## config.mk

```make
export PLATFORM = sky130hd
export DESIGN_NAME = duty_cycle_idle_injector_flat
export DESIGN_NICKNAME = d
export VERILOG_FILES = /design/src/rtl/dcii_pkg.sv /design/src/rtl/dcii_channels.sv /design/src/rtl/dcii_req_stage.sv /design/src/rtl/dcii_core.sv /design/src/rtl/dcii_rsp_reg.sv /design/src/rtl/duty_cycle_idle_injector.sv /design/src/flat_wrapper.sv
export VERILOG_INCLUDE_DIRS = /design/src /design/src/rtl
export SDC_FILE = /design/constraint.sdc
export NUM_CORES = 2
export LEC_CHECK = 0
export ABC_AREA = 1
export BUFFER_PORTS_ARGS = -buffer_cell sky130_fd_sc_hd__clkbuf_2
export CELL_PAD_IN_SITES_DETAIL_PLACEMENT = 1
export CELL_PAD_IN_SITES_GLOBAL_PLACEMENT = 2
export CORE_ASPECT_RATIO = 0.5
export CORE_MARGIN = 2
export CORE_UTILIZATION = 41
export DETAILED_ROUTE_END_ITERATION = 8
export PLACE_DENSITY = 0.85
export SLEW_MARGIN = 0
export SYNTH_ARGS = -nofsm -noshare
export SYNTH_HDL_FRONTEND = slang
export SYNTH_HIERARCHICAL = 1
export SYNTH_SLANG_ARGS = --single-unit
```

## constraint.sdc

```tcl
create_clock -name clock -period 11.7 [get_ports clock]
set_input_delay 2.34 -clock clock [delete_from_list [all_inputs] [get_ports clock]]
set_output_delay 2.34 -clock clock [all_outputs]
set_load 0.01 [all_outputs]
```

## src/rtl/duty_cycle_idle_injector_defines.svh

```systemverilog
// ----------------------------------------------------------------------------
// Duty-cycle idle injector: assertion macros
// Concurrent check wrappers, compiled out when SYNTHESIS is defined.
// ----------------------------------------------------------------------------
`ifndef DUTY_CYCLE_IDLE_INJECTOR_DEFINES_SVH
`define DUTY_CYCLE_IDLE_INJECTOR_DEFINES_SVH

`ifndef SYNTHESIS
// Same-cycle implication, disabled during reset
`define DCII_ASSERT_SAME(label, clk, rst, ante, cons, msg) \
   label: assert property (@(posedge clk) disable iff (rst) (ante) |-> (cons)) \
      else $error(msg);
// Next-cycle implication, disabled during reset
`define DCII_ASSERT_NEXT(label, clk, rst, ante, cons, msg) \
   label: assert property (@(posedge clk) disable iff (rst) (ante) |=> (cons)) \
      else $error(msg);
`else
`define DCII_ASSERT_SAME(label, clk, rst, ante, cons, msg)
`define DCII_ASSERT_NEXT(label, clk, rst, ante, cons, msg)
`endif

`endif

```

## src/rtl/dcii_pkg.sv

```systemverilog
// ----------------------------------------------------------------------------
// Duty-cycle idle injector package
// Field widths, command and status codes, item and table entry types.
// ----------------------------------------------------------------------------
`timescale 1ns / 1ps

package dcii_pkg;

   localparam int DEF_NUM_CPUS = 8;

   localparam int CMD_W    = 3;
   localparam int CPU_W    = 8;
   localparam int RATIO_W  = 7;
   localparam int MS_W     = 16;
   localparam int STATUS_W = 2;
   localparam int TICK_W   = 64;
   localparam int PROD_W   = MS_W + RATIO_W;

   // Commands
   localparam logic [CMD_W-1:0] CMD_REGISTER   = 3'd0;
   localparam logic [CMD_W-1:0] CMD_UNREGISTER = 3'd1;
   localparam logic [CMD_W-1:0] CMD_SET_DUR    = 3'd2;
   localparam logic [CMD_W-1:0] CMD_TICK       = 3'd3;
   localparam logic [CMD_W-1:0] CMD_QUERY      = 3'd4;

   // Response status
   localparam logic [STATUS_W-1:0] ST_OK      = 2'd0;
   localparam logic [STATUS_W-1:0] ST_INVALID = 2'd1;
   localparam logic [STATUS_W-1:0] ST_BUSY    = 2'd2;

   localparam logic [RATIO_W-1:0] RATIO_FULL = 7'd100;

   // floor(p / 100) = (p * 10737419) >> 30, exact for p below 2^23
   localparam int DIV100_MUL_W = 24;
   localparam logic [DIV100_MUL_W-1:0] DIV100_MUL = 24'd10737419;
   localparam int DIV100_SHIFT = 30;
   localparam int DIV100_Q_W   = 17;

   // floor(x / 10) = (x * 52429) >> 19, exact for 16-bit x
   localparam logic [MS_W-1:0] DIV10_MUL = 16'd52429;
   localparam int DIV10_SHIFT = 19;
   localparam int TICKS_W     = 13;

   typedef struct packed {
      logic [CMD_W-1:0]   cmd;
      logic [CPU_W-1:0]   cpu;
      logic [RATIO_W-1:0] ratio;
      logic [MS_W-1:0]    duration_ms;
      logic [MS_W-1:0]    run_ms;
      logic [MS_W-1:0]    idle_ms;
   } req_item_type;

   typedef struct packed {
      logic [STATUS_W-1:0] status;
      logic                idle_now;
      logic                phase_switched;
   } rsp_item_type;

   // Per-CPU table entry; phase_start of zero means not yet stamped
   typedef struct packed {
      logic              in_idle;
      logic [MS_W-1:0]   run_len;
      logic [MS_W-1:0]   idle_len;
      logic [TICK_W-1:0] phase_start;
   } entry_type;

   // Request stage to core control
   typedef struct packed {
      logic             valid;
      logic             advance;
      logic             accept;
      logic [CPU_W-1:0] accept_cpu;
   } stage_ctl_type;

endpackage

```

## src/rtl/dcii_channels.sv

```systemverilog
// ----------------------------------------------------------------------------
// Duty-cycle idle injector channels
// Valid/ready request and response interfaces.
// ----------------------------------------------------------------------------
`timescale 1ns / 1ps

interface dcii_req_if;
   logic                            valid;
   logic                            ready;
   logic [dcii_pkg::CMD_W-1:0]      cmd;
   logic [dcii_pkg::CPU_W-1:0]      cpu;
   logic [dcii_pkg::RATIO_W-1:0]    ratio;
   logic [dcii_pkg::MS_W-1:0]       duration_ms;
   logic [dcii_pkg::MS_W-1:0]       run_ms;
   logic [dcii_pkg::MS_W-1:0]       idle_ms;

   modport source (output valid, output cmd, output cpu, output ratio,
                   output duration_ms, output run_ms, output idle_ms, input ready);
   modport sink   (input valid, input cmd, input cpu, input ratio,
                   input duration_ms, input run_ms, input idle_ms, output ready);
endinterface

interface dcii_rsp_if;
   logic                            valid;
   logic                            ready;
   logic [dcii_pkg::STATUS_W-1:0]   status;
   logic                            idle_now;
   logic                            phase_switched;

   modport source (output valid, output status, output idle_now,
                   output phase_switched, input ready);
   modport sink   (input valid, input status, input idle_now,
                   input phase_switched, output ready);
endinterface

```

## src/rtl/dcii_req_stage.sv

```systemverilog
// ----------------------------------------------------------------------------
// Duty-cycle idle injector request stage
// Input register; also forms duration * ratio for the register command.
// ----------------------------------------------------------------------------
`timescale 1ns / 1ps

module dcii_req_stage (
   input  logic                           clock,
   input  logic                           reset,
   dcii_req_if.sink                       req_ch,
   input  logic                           out_free,
   output dcii_pkg::stage_ctl_type        ctl,
   output dcii_pkg::req_item_type         item,
   output logic [dcii_pkg::PROD_W-1:0]    prod
);
   import dcii_pkg::*;

   logic                valid_ff;
   req_item_type        item_ff;
   logic [PROD_W-1:0]   prod_ff;
   logic                advance;
   logic                accept;

   // Stage moves on when the response register can take the result
   assign advance      = valid_ff && out_free;
   assign req_ch.ready = !valid_ff || out_free;
   assign accept       = req_ch.valid && req_ch.ready;

   always_ff @(posedge clock) begin
      if (reset) begin
         valid_ff <= 1'b0;
      end else if (accept) begin
         valid_ff <= 1'b1;
      end else if (advance) begin
         valid_ff <= 1'b0;
      end
   end

   // Payload capture, product for the idle share
   always_ff @(posedge clock) begin
      if (accept) begin
         item_ff.cmd         <= req_ch.cmd;
         item_ff.cpu         <= req_ch.cpu;
         item_ff.ratio       <= req_ch.ratio;
         item_ff.duration_ms <= req_ch.duration_ms;
         item_ff.run_ms      <= req_ch.run_ms;
         item_ff.idle_ms     <= req_ch.idle_ms;
         prod_ff             <= PROD_W'(req_ch.duration_ms) * PROD_W'(req_ch.ratio);
      end
   end

   assign ctl.valid      = valid_ff;
   assign ctl.advance    = advance;
   assign ctl.accept     = accept;
   assign ctl.accept_cpu = req_ch.cpu;
   assign item           = item_ff;
   assign prod           = prod_ff;

endmodule

```

## src/rtl/dcii_core.sv

```systemverilog
// ----------------------------------------------------------------------------
// Duty-cycle idle injector core
// Per-CPU table, shared tick counter and the command logic.
// ----------------------------------------------------------------------------
`timescale 1ns / 1ps

module dcii_core #(
   parameter int NUM_CPUS = dcii_pkg::DEF_NUM_CPUS
) (
   input  logic                           clock,
   input  logic                           reset,
   input  dcii_pkg::stage_ctl_type        ctl,
   input  dcii_pkg::req_item_type         item,
   input  logic [dcii_pkg::PROD_W-1:0]    prod,
   output dcii_pkg::rsp_item_type         rsp_item
);
   import dcii_pkg::*;

   localparam int IDX_W     = (NUM_CPUS > 1) ? $clog2(NUM_CPUS) : 1;
   localparam int CPU_LIM_W = CPU_W + 1;
   localparam logic [CPU_LIM_W-1:0] CPU_LIMIT = CPU_LIM_W'(NUM_CPUS);

   // Table memory, active flags and tick counter
   entry_type            table_mem [NUM_CPUS];
   entry_type            entry_ff;
   logic [NUM_CPUS-1:0]  active_ff;
   logic [TICK_W-1:0]    tick_ff;
   logic [TICK_W-1:0]    tick_in;

   logic                 cpu_ok;
   logic [IDX_W-1:0]     idx;
   logic [IDX_W-1:0]     rd_idx;
   logic                 act;
   logic                 act_new;
   logic                 act_wr;
   logic                 wr;
   logic                 wr_en;
   entry_type            entry_new;

   logic [PROD_W+DIV100_MUL_W-1:0] div100_full;
   logic [DIV100_Q_W-1:0]          idle_q;
   logic [MS_W-1:0]                reg_idle;
   logic [MS_W-1:0]                reg_run;
   logic [MS_W-1:0]                cur_len;
   logic [2*MS_W-1:0]              div10_full;
   logic [TICKS_W-1:0]             ticks;
   logic [TICK_W-1:0]              now;
   logic [TICK_W-1:0]              start;
   logic [TICK_W-1:0]              elapsed;
   logic                           toggle;
   logic [STATUS_W-1:0]            status;
   logic                           switched;

   assign idx    = item.cpu[IDX_W-1:0];
   assign rd_idx = ctl.accept_cpu[IDX_W-1:0];
   assign wr_en  = ctl.advance && wr;

   // Table read at acceptance, bypassing the write of the item ahead
   always_ff @(posedge clock) begin
      if (wr_en) begin
         table_mem[idx] <= entry_new;
      end
      if (ctl.accept) begin
         if (wr_en && (idx == rd_idx)) begin
            entry_ff <= entry_new;
         end else begin
            entry_ff <= table_mem[rd_idx];
         end
      end
   end

   // Register split: idle = duration * ratio / 100, run = the rest, each at least 1 ms where the ratio allows
   always_comb begin
      div100_full = (PROD_W+DIV100_MUL_W)'(prod) * (PROD_W+DIV100_MUL_W)'(DIV100_MUL);
      idle_q      = div100_full[DIV100_SHIFT +: DIV100_Q_W];
      if (item.ratio == RATIO_FULL) begin
         reg_idle = item.duration_ms;
         reg_run  = '0;
      end else begin
         reg_idle = idle_q[MS_W-1:0];
         reg_run  = item.duration_ms - idle_q[MS_W-1:0];
      end
      if ((reg_run == '0) && (item.ratio < RATIO_FULL)) begin
         reg_run = MS_W'(1);
      end
      if ((reg_idle == '0) && (item.ratio != '0)) begin
         reg_idle = MS_W'(1);
      end
   end

   // Tick: phase length in ticks of 10 ms, at least one
   always_comb begin
      cur_len    = entry_ff.in_idle ? entry_ff.idle_len : entry_ff.run_len;
      div10_full = (2*MS_W)'(cur_len) * (2*MS_W)'(DIV10_MUL);
      ticks      = div10_full[DIV10_SHIFT +: TICKS_W];
      if (ticks == '0) begin
         ticks = TICKS_W'(1);
      end
      now     = tick_ff + TICK_W'(1);
      start   = (entry_ff.phase_start == '0) ? now : entry_ff.phase_start;
      elapsed = now - start;
      toggle  = elapsed >= TICK_W'(ticks);
   end

   // Command decode
   always_comb begin
      cpu_ok    = {1'b0, item.cpu} < CPU_LIMIT;
      act       = cpu_ok && active_ff[idx];
      act_new   = act;
      act_wr    = 1'b0;
      wr        = 1'b0;
      entry_new = entry_ff;
      tick_in   = tick_ff;
      status    = ST_INVALID;
      switched  = 1'b0;
      if (cpu_ok) begin
         case (item.cmd)
            CMD_REGISTER: begin
               if (item.ratio > RATIO_FULL) begin
                  status = ST_INVALID;
               end else if (act) begin
                  status = ST_BUSY;
               end else begin
                  status                = ST_OK;
                  act_new               = 1'b1;
                  act_wr                = 1'b1;
                  wr                    = 1'b1;
                  entry_new.in_idle     = 1'b0;
                  entry_new.phase_start = '0;
                  entry_new.run_len     = reg_run;
                  entry_new.idle_len    = reg_idle;
               end
            end
            CMD_UNREGISTER: begin
               if (act) begin
                  status             = ST_OK;
                  act_new            = 1'b0;
                  act_wr             = 1'b1;
                  wr                 = 1'b1;
                  entry_new.in_idle  = 1'b0;
                  entry_new.run_len  = '0;
                  entry_new.idle_len = '0;
               end
            end
            CMD_SET_DUR: begin
               if (act) begin
                  status                = ST_OK;
                  wr                    = 1'b1;
                  entry_new.in_idle     = 1'b0;
                  entry_new.phase_start = '0;
                  entry_new.run_len     = item.run_ms;
                  entry_new.idle_len    = item.idle_ms;
               end
            end
            CMD_TICK: begin
               if (act) begin
                  status   = ST_OK;
                  wr       = 1'b1;
                  tick_in  = now;
                  switched = toggle;
                  if (toggle) begin
                     entry_new.in_idle     = !entry_ff.in_idle;
                     entry_new.phase_start = now;
                  end else begin
                     entry_new.phase_start = start;
                  end
               end
            end
            CMD_QUERY: begin
               if (act) begin
                  status = ST_OK;
               end
            end
            default: begin
               status = ST_INVALID;
            end
         endcase
      end
      rsp_item.status         = status;
      rsp_item.idle_now       = cpu_ok && act_new && entry_new.in_idle;
      rsp_item.phase_switched = switched;
   end

   // Control state
   always_ff @(posedge clock) begin
      if (reset) begin
         active_ff <= '0;
         tick_ff   <= '0;
      end else if (ctl.advance) begin
         if (act_wr) begin
            active_ff[idx] <= act_new;
         end
         tick_ff <= tick_in;
      end
   end

endmodule

```

## src/rtl/dcii_rsp_reg.sv

```systemverilog
// ----------------------------------------------------------------------------
// Duty-cycle idle injector response register
// Holds one result until the response channel takes it.
// ----------------------------------------------------------------------------
`timescale 1ns / 1ps

module dcii_rsp_reg (
   input  logic                    clock,
   input  logic                    reset,
   input  logic                    load,
   input  dcii_pkg::rsp_item_type  rsp_item,
   output logic                    out_free,
   dcii_rsp_if.source              rsp_ch
);
   import dcii_pkg::*;

   logic          valid_ff;
   rsp_item_type  item_ff;

   assign out_free = !valid_ff || rsp_ch.ready;

   always_ff @(posedge clock) begin
      if (reset) begin
         valid_ff <= 1'b0;
      end else if (load) begin
         valid_ff <= 1'b1;
      end else if (rsp_ch.ready) begin
         valid_ff <= 1'b0;
      end
   end

   always_ff @(posedge clock) begin
      if (load) begin
         item_ff <= rsp_item;
      end
   end

   assign rsp_ch.valid          = valid_ff;
   assign rsp_ch.status         = item_ff.status;
   assign rsp_ch.idle_now       = item_ff.idle_now;
   assign rsp_ch.phase_switched = item_ff.phase_switched;

endmodule

```

## src/rtl/duty_cycle_idle_injector.sv

```systemverilog
// ----------------------------------------------------------------------------
// Duty-cycle idle injector
// Per-CPU run/idle phase table driven by register, unregister, set, tick and
// query requests; one response for every request.
//
//   channel   dir   handshake       payload
//   req_ch    in    valid / ready   cmd, cpu, ratio, duration_ms, run_ms, idle_ms
//   rsp_ch    out   valid / ready   status, idle_now, phase_switched
//
// One request per cycle sustained while rsp_ch takes responses; a request passes
// through the input register, then the response register, before its response is valid.
// The table is read when a request is taken and written when it leaves the
// input register, so back-to-back requests to one CPU see each other.
// Synchronous reset clears the active flags and the tick counter; no sweep.
// A stalled response holds the input register, which then holds req_ch.ready low.
// ----------------------------------------------------------------------------
`timescale 1ns / 1ps

`include "duty_cycle_idle_injector_defines.svh"

module duty_cycle_idle_injector #(
   parameter int NUM_CPUS = dcii_pkg::DEF_NUM_CPUS
) (
   input  logic          clock,
   input  logic          reset,
   dcii_req_if.sink      req_ch,
   dcii_rsp_if.source    rsp_ch
);
   import dcii_pkg::*;

   stage_ctl_type       ctl;
   req_item_type        item;
   logic [PROD_W-1:0]   prod;
   rsp_item_type        rsp_item;
   logic                out_free;

   // Input register
   dcii_req_stage u_req_stage (
      .clock    (clock),
      .reset    (reset),
      .req_ch   (req_ch),
      .out_free (out_free),
      .ctl      (ctl),
      .item     (item),
      .prod     (prod)
   );

   // Table and command logic
   dcii_core #(
      .NUM_CPUS (NUM_CPUS)
   ) u_core (
      .clock    (clock),
      .reset    (reset),
      .ctl      (ctl),
      .item     (item),
      .prod     (prod),
      .rsp_item (rsp_item)
   );

   // Response register
   dcii_rsp_reg u_rsp_reg (
      .clock    (clock),
      .reset    (reset),
      .load     (ctl.advance),
      .rsp_item (rsp_item),
      .out_free (out_free),
      .rsp_ch   (rsp_ch)
   );

   // Checks
   `DCII_ASSERT_NEXT(a_stall_holds, clock, reset, ctl.valid && !out_free, ctl.valid, "stalled request dropped")
   `DCII_ASSERT_NEXT(a_advance_rsp, clock, reset, ctl.advance, rsp_ch.valid, "advanced request gave no response")
   `DCII_ASSERT_SAME(a_switch_ok, clock, reset, rsp_ch.valid && rsp_ch.phase_switched, rsp_ch.status == ST_OK, "phase switch on failed request")

endmodule

```

## src/flat_wrapper.sv

```systemverilog
// flat-port wrapper written by rule: the top's interface ports become plain ports
module duty_cycle_idle_injector_flat import dcii_pkg::*;
#(
   parameter int NUM_CPUS = dcii_pkg::DEF_NUM_CPUS
)
  (clock, reset, req_ch_valid, req_ch_cmd, req_ch_cpu, req_ch_ratio, req_ch_duration_ms, req_ch_run_ms, req_ch_idle_ms, req_ch_ready, rsp_ch_valid, rsp_ch_status, rsp_ch_idle_now, rsp_ch_phase_switched, rsp_ch_ready);
  dcii_req_if req_ch_i ();
  dcii_rsp_if rsp_ch_i ();
  input  logic clock;
  input  logic reset;
  input wire logic [$bits(req_ch_i.valid)-1:0] req_ch_valid;
  input wire logic [$bits(req_ch_i.cmd)-1:0] req_ch_cmd;
  input wire logic [$bits(req_ch_i.cpu)-1:0] req_ch_cpu;
  input wire logic [$bits(req_ch_i.ratio)-1:0] req_ch_ratio;
  input wire logic [$bits(req_ch_i.duration_ms)-1:0] req_ch_duration_ms;
  input wire logic [$bits(req_ch_i.run_ms)-1:0] req_ch_run_ms;
  input wire logic [$bits(req_ch_i.idle_ms)-1:0] req_ch_idle_ms;
  output wire logic [$bits(req_ch_i.ready)-1:0] req_ch_ready;
  output wire logic [$bits(rsp_ch_i.valid)-1:0] rsp_ch_valid;
  output wire logic [$bits(rsp_ch_i.status)-1:0] rsp_ch_status;
  output wire logic [$bits(rsp_ch_i.idle_now)-1:0] rsp_ch_idle_now;
  output wire logic [$bits(rsp_ch_i.phase_switched)-1:0] rsp_ch_phase_switched;
  input wire logic [$bits(rsp_ch_i.ready)-1:0] rsp_ch_ready;
  assign req_ch_i.valid = req_ch_valid;
  assign req_ch_i.cmd = req_ch_cmd;
  assign req_ch_i.cpu = req_ch_cpu;
  assign req_ch_i.ratio = req_ch_ratio;
  assign req_ch_i.duration_ms = req_ch_duration_ms;
  assign req_ch_i.run_ms = req_ch_run_ms;
  assign req_ch_i.idle_ms = req_ch_idle_ms;
  assign req_ch_ready = req_ch_i.ready;
  assign rsp_ch_valid = rsp_ch_i.valid;
  assign rsp_ch_status = rsp_ch_i.status;
  assign rsp_ch_idle_now = rsp_ch_i.idle_now;
  assign rsp_ch_phase_switched = rsp_ch_i.phase_switched;
  assign rsp_ch_i.ready = rsp_ch_ready;
  duty_cycle_idle_injector #(.NUM_CPUS(NUM_CPUS)) u_core (.clock(clock), .reset(reset), .req_ch(req_ch_i), .rsp_ch(rsp_ch_i));
endmodule
```

* Yosys cells after proc, flatten, opt, wreduce, memory -nomap -nowiden
Memory sizes are Yosys's and may differ from the RTL's. A register that Yosys moved wholly into a read port is not among the register bits.
Cells that the tools add are included.
** Operators by class
- $add $sub $neg :: 3
- $mul :: 3
- Order comparisons :: 6
- Equality and inequality tests :: 5
- Mux-type cells :: 44
- Reductions and logical operators :: 27
** Operators by type and width (count)
- 97-bit two-way mux :: 4
- 64-bit two-way mux :: 3
- 64-bit one-hot mux with 3 select lines :: 1
- 32-bit one-hot mux with 3 select lines :: 1
- 16-bit two-way mux :: 5
- 64-bit by 1-bit adder with 64-bit output (second input constant) :: 1
- 64-bit by 13-bit >= comparator with 1-bit output :: 1
- 64-bit zero test :: 1
- 64-bit subtractor :: 1
- 23-bit by 24-bit multiplier with 46-bit output (second input constant) :: 1
- 33-bit two-way mux :: 1
- 16-bit zero test :: 2
- 16-bit by 16-bit multiplier with 32-bit output (second input constant) :: 1
- 16-bit by 7-bit multiplier with 23-bit output :: 1
- 1-bit two-way mux :: 18
- 16-bit subtractor :: 1
- 13-bit zero test :: 1
- 13-bit two-way mux :: 1
- 1-bit logical AND :: 9
- 8-bit bitwise mux :: 1
- 8-bit by 4-bit less-than comparator with 1-bit output (second input constant) :: 1
- 7-bit equality test (second input constant) :: 1
- 7-bit > comparator (second input constant) :: 1
- 7-bit less-than comparator (second input constant) :: 1
- other kinds (21) :: 29
** Storage, ports and cells
- Register bits after elaboration :: 167
- Memory bits (writable) :: 776
- Input bits :: 70
- Memories kept :: 1
** Memory list
- u_core.u_core.table_mem :: words 8, width 97, rd ports 1, clocked after memory_dff 1, wr ports 1, RTL line dcii_core.sv:24 : entry_type table_mem [NUM_CPUS];

* Longest topological paths before layout
- Depth in word-level cells :: 11
- Gate-level depth with buffers :: 56
- Gate-level depth less buffers :: 54

* By module
The synthesis kept the hierarchy.
** Modules (own cells, without submodules)
- dcii_core :: times used 1, cells an instance 7395, area each 65012.4 um2
- dcii_req_stage :: times used 1, cells an instance 731, area each 6786.5 um2
- dcii_rsp_reg :: times used 1, cells an instance 9, area each 162.7 um2

* Least setup slack after synthesis
OpenSTA, ideal clock, no wires.
- Path kind :: input-to-reg
- Start point :: in rsp_ch_ready
- End point :: reg, netlist name u_core/u_core/entry_ff[0]
- Setup time :: 0.386 ns
- Arrival :: 8.035 ns
- Slack :: 3.279 ns
- Stages on the path :: 5
- Path buffers :: 1
- Cell sequence :: inv_1 -> nand2_2 -> inv_1 -> a21oi_1 -> buf_4
** Between the ends
- Word-level cells in the longest chain between the ends :: 3
** RTL lines
- start, declared :: RTL line flat_wrapper.sv:23 : input wire logic [$bits(rsp_ch_i.ready)-1:0] rsp_ch_ready;
- 1-bit logical OR :: RTL line dcii_rsp_reg.sv:20 : assign out_free = !valid_ff || rsp_ch.ready;
- named net u_core.out_free :: RTL line duty_cycle_idle_injector.sv:35 : logic out_free;
- 1-bit logical OR :: RTL line dcii_req_stage.sv:26 : assign req_ch.ready = !valid_ff || out_free;
- 1-bit logical AND :: RTL line dcii_req_stage.sv:27 : assign accept = req_ch.valid && req_ch.ready;
- named net u_core.u_req_stage.accept :: RTL line dcii_req_stage.sv:22 : logic accept;
The timed path passes the listed nets, and every way through them passes these cells.
A chain may end at the register's enable or synchronous reset.

==> flow_metrics.tcl <==
set metrics [dict create \
    outcome "completed" \
    core_region_area_um2 174000 \
    drc 0 \
    period_share_pct 92.3 \
    worstMarginPinSlew_ps 1190 \
    critPathKind "reg2reg" \
    initial_core_util_pct 41.4 \
    timing.final.max_slew_violations 0 \
    period_minus_slack_ps 10800 \
    holdPathStages 2 \
    nFillCells 20200 \
    io_buffer_count 75 \
    antenna_found_initial 4 \
    final_hold_viol_count 0 \
    synth.avg_cell_area_um2 8.85 \
    crit_top_cell "nand2_1" \
    r2r_start "u_core/u_core/entry_ff[96]" \
    numCtsBuffers 98 \
    drt_first_pass_iters 5 \
    r2r_cells 46 \
    r2r_end "u_core/u_core/table_mem[2][2]" \
    postCtsHoldBufs 0 \
    startpoint_type "flip-flop" \
    via_per_inst 5.53 \
    clock-sinks 1040 \
    hold_path_startpoint "u_core/u_core/active_ff[4]" \
    synth_cells 8129 \
    gp_congestion 0.921 \
    holdCritPathClass "reg2reg" \
    relSlewSlack_pct 20.9 \
    syn_nets 9045 \
    fmax_mhz 92.6 \
    overflow 0 \
    mostFrequentLayoutCells "nand2_1, inv_1, edfxtp_1, a21oi_1, nor2_1" \
    crit_buf_inv 7 \
    grt_pass1_vias 60500 \
    root_buffer "clkbuf_16" \
    tritoncts "yes" \
    grt_util_all_layers_pct 27.7 \
    drv_cap 0 \
    cts_max_path_buffers 3 \
    syn_area_um2 71900 \
    fin_setup_tns_ps 0 \
    worst-path-max-fanout 20 \
    ios 76 \
    crit_slowest_cell "o21ai_0" \
    die_h_um 300 \
    final_common_cell "nand2_1" \
    end_kind "flip-flop" \
    cts_setup_buffers 0 \
    placedCellCount 10300 \
    num-nets-final 9024 \
    r2r_slack_ps 900 \
    ys_warn_count 6 \
    areaGrowthSynthToFinish_pct 8.71 \
    critPathArrivalTime_ps 11270 \
    ant_nets 0 \
    vias 58000 \
    critPathMaxStageDelay_ps 780 \
    grt_start_max_net_pins 135 \
    clk_pin_slew_ps 70 \
    crit_family "adder cells" \
    drt_iter0_drc 4731 \
    wl_per_cell_um 23.7 \
    dp_hpwl_mm 181 \
    clk_latency_ps 780 \
    hold_end "u_core/u_core/active_ff[4]" \
    setup_viol 0 \
    instances_no_fill 10500 \
    clock_skew_ps 88.1 \
    rsz0062_at_grt "no" \
    rows 108 \
    cp.required_ps 12180 \
    drive_gt1_share_pct 6.20 \
    die_area_um2 179000 \
    htree_levels 3 \
    cts_resized 0 \
    die_x_um 596 \
    wl_mm 248 \
    grt_pass1_wl_mm 375 \
]
layout make-up:
type / instances / area, um^2 / area share [%]
diodes: 1 / 2.50 / 0.00320
inverters: 1357 / 5110 / 6.54
flip-flops and latches: 1040 / 30500 / 39.0
well taps: 2310 / 2890 / 3.70
clock inverters: 52 / 751 / 0.960
repair buffers: 153 / 1010 / 1.29
clock buffers: 129 / 2620 / 3.35
multi-input cells: 5458 / 35300 / 45.2
worst max path at each step:
stage / cells past startpoint / to / start
floorplan: 5 / u_core/u_core/entry_ff[0] / rsp_ch_ready
global placement: 46 / u_core/u_core/entry_ff[0] / u_core/u_core/entry_ff[96]
detailed placement: 46 / u_core/u_core/entry_ff[0] / u_core/u_core/entry_ff[96]
CTS: 46 / u_core/u_core/table_mem[5][2] / u_core/u_core/entry_ff[96]
global route: 46 / u_core/u_core/table_mem[7][2] / u_core/u_core/entry_ff[96]
finish: 46 / u_core/u_core/table_mem[2][2] / u_core/u_core/entry_ff[96]
per-stage QoR:
stage / cell area, um^2 / hold slack [ps] / setup WS (ps) / util (%)
after floorplan: 71900 / 471 / 3280 / -
after global placement: 74800 / 480 / 1260 / 43.0
after detailed placement: 74800 / 493 / 1020 / 43.0
after CTS: 78200 / 501 / 981 / 45.0
after global routing: 78200 / 524 / 177 / 45.0
final: 78200 / 504 / 903 / 45.0
routing by layer:
layer  share of wire, %  GRT usage, %
met1                 44          38.1
met2                 47          46.6
met3                6.2          3.38
met4                2.4          6.54
met5              0.014             0
worst register-to-register path: cells and delay by family, from the launching register on:
family | cells | cell delay, ps
flip-flops | 1 | 670
adder cells (fa/ha/maj) | 8 | 3580
buffers and inverters | 7 | 990
AND/OR/NAND/NOR | 25 | 3030
AO/OA/AOI/OAI | 6 | 2290
flip-flops by register name, summed over array words and instances (netlist names):
name	count
u_core/u_core/active_ff	8
u_core/u_core/entry_ff	97
u_core/u_core/table_mem	776
u_core/u_core/tick_ff	64
u_core/u_req_stage/item	66
u_core/u_req_stage/prod	23
u_core/u_req_stage/valid_ff	1
u_core/u_rsp_reg/rsp_ch.idle_now	1
u_core/u_rsp_reg/rsp_ch.phase_switched	1
u_core/u_rsp_reg/rsp_ch.status	2
u_core/u_rsp_reg/rsp_ch.valid	1
Power is not shown: default switching activity piles up to over one toggle a cycle in this logic, so the estimate is an artifact.
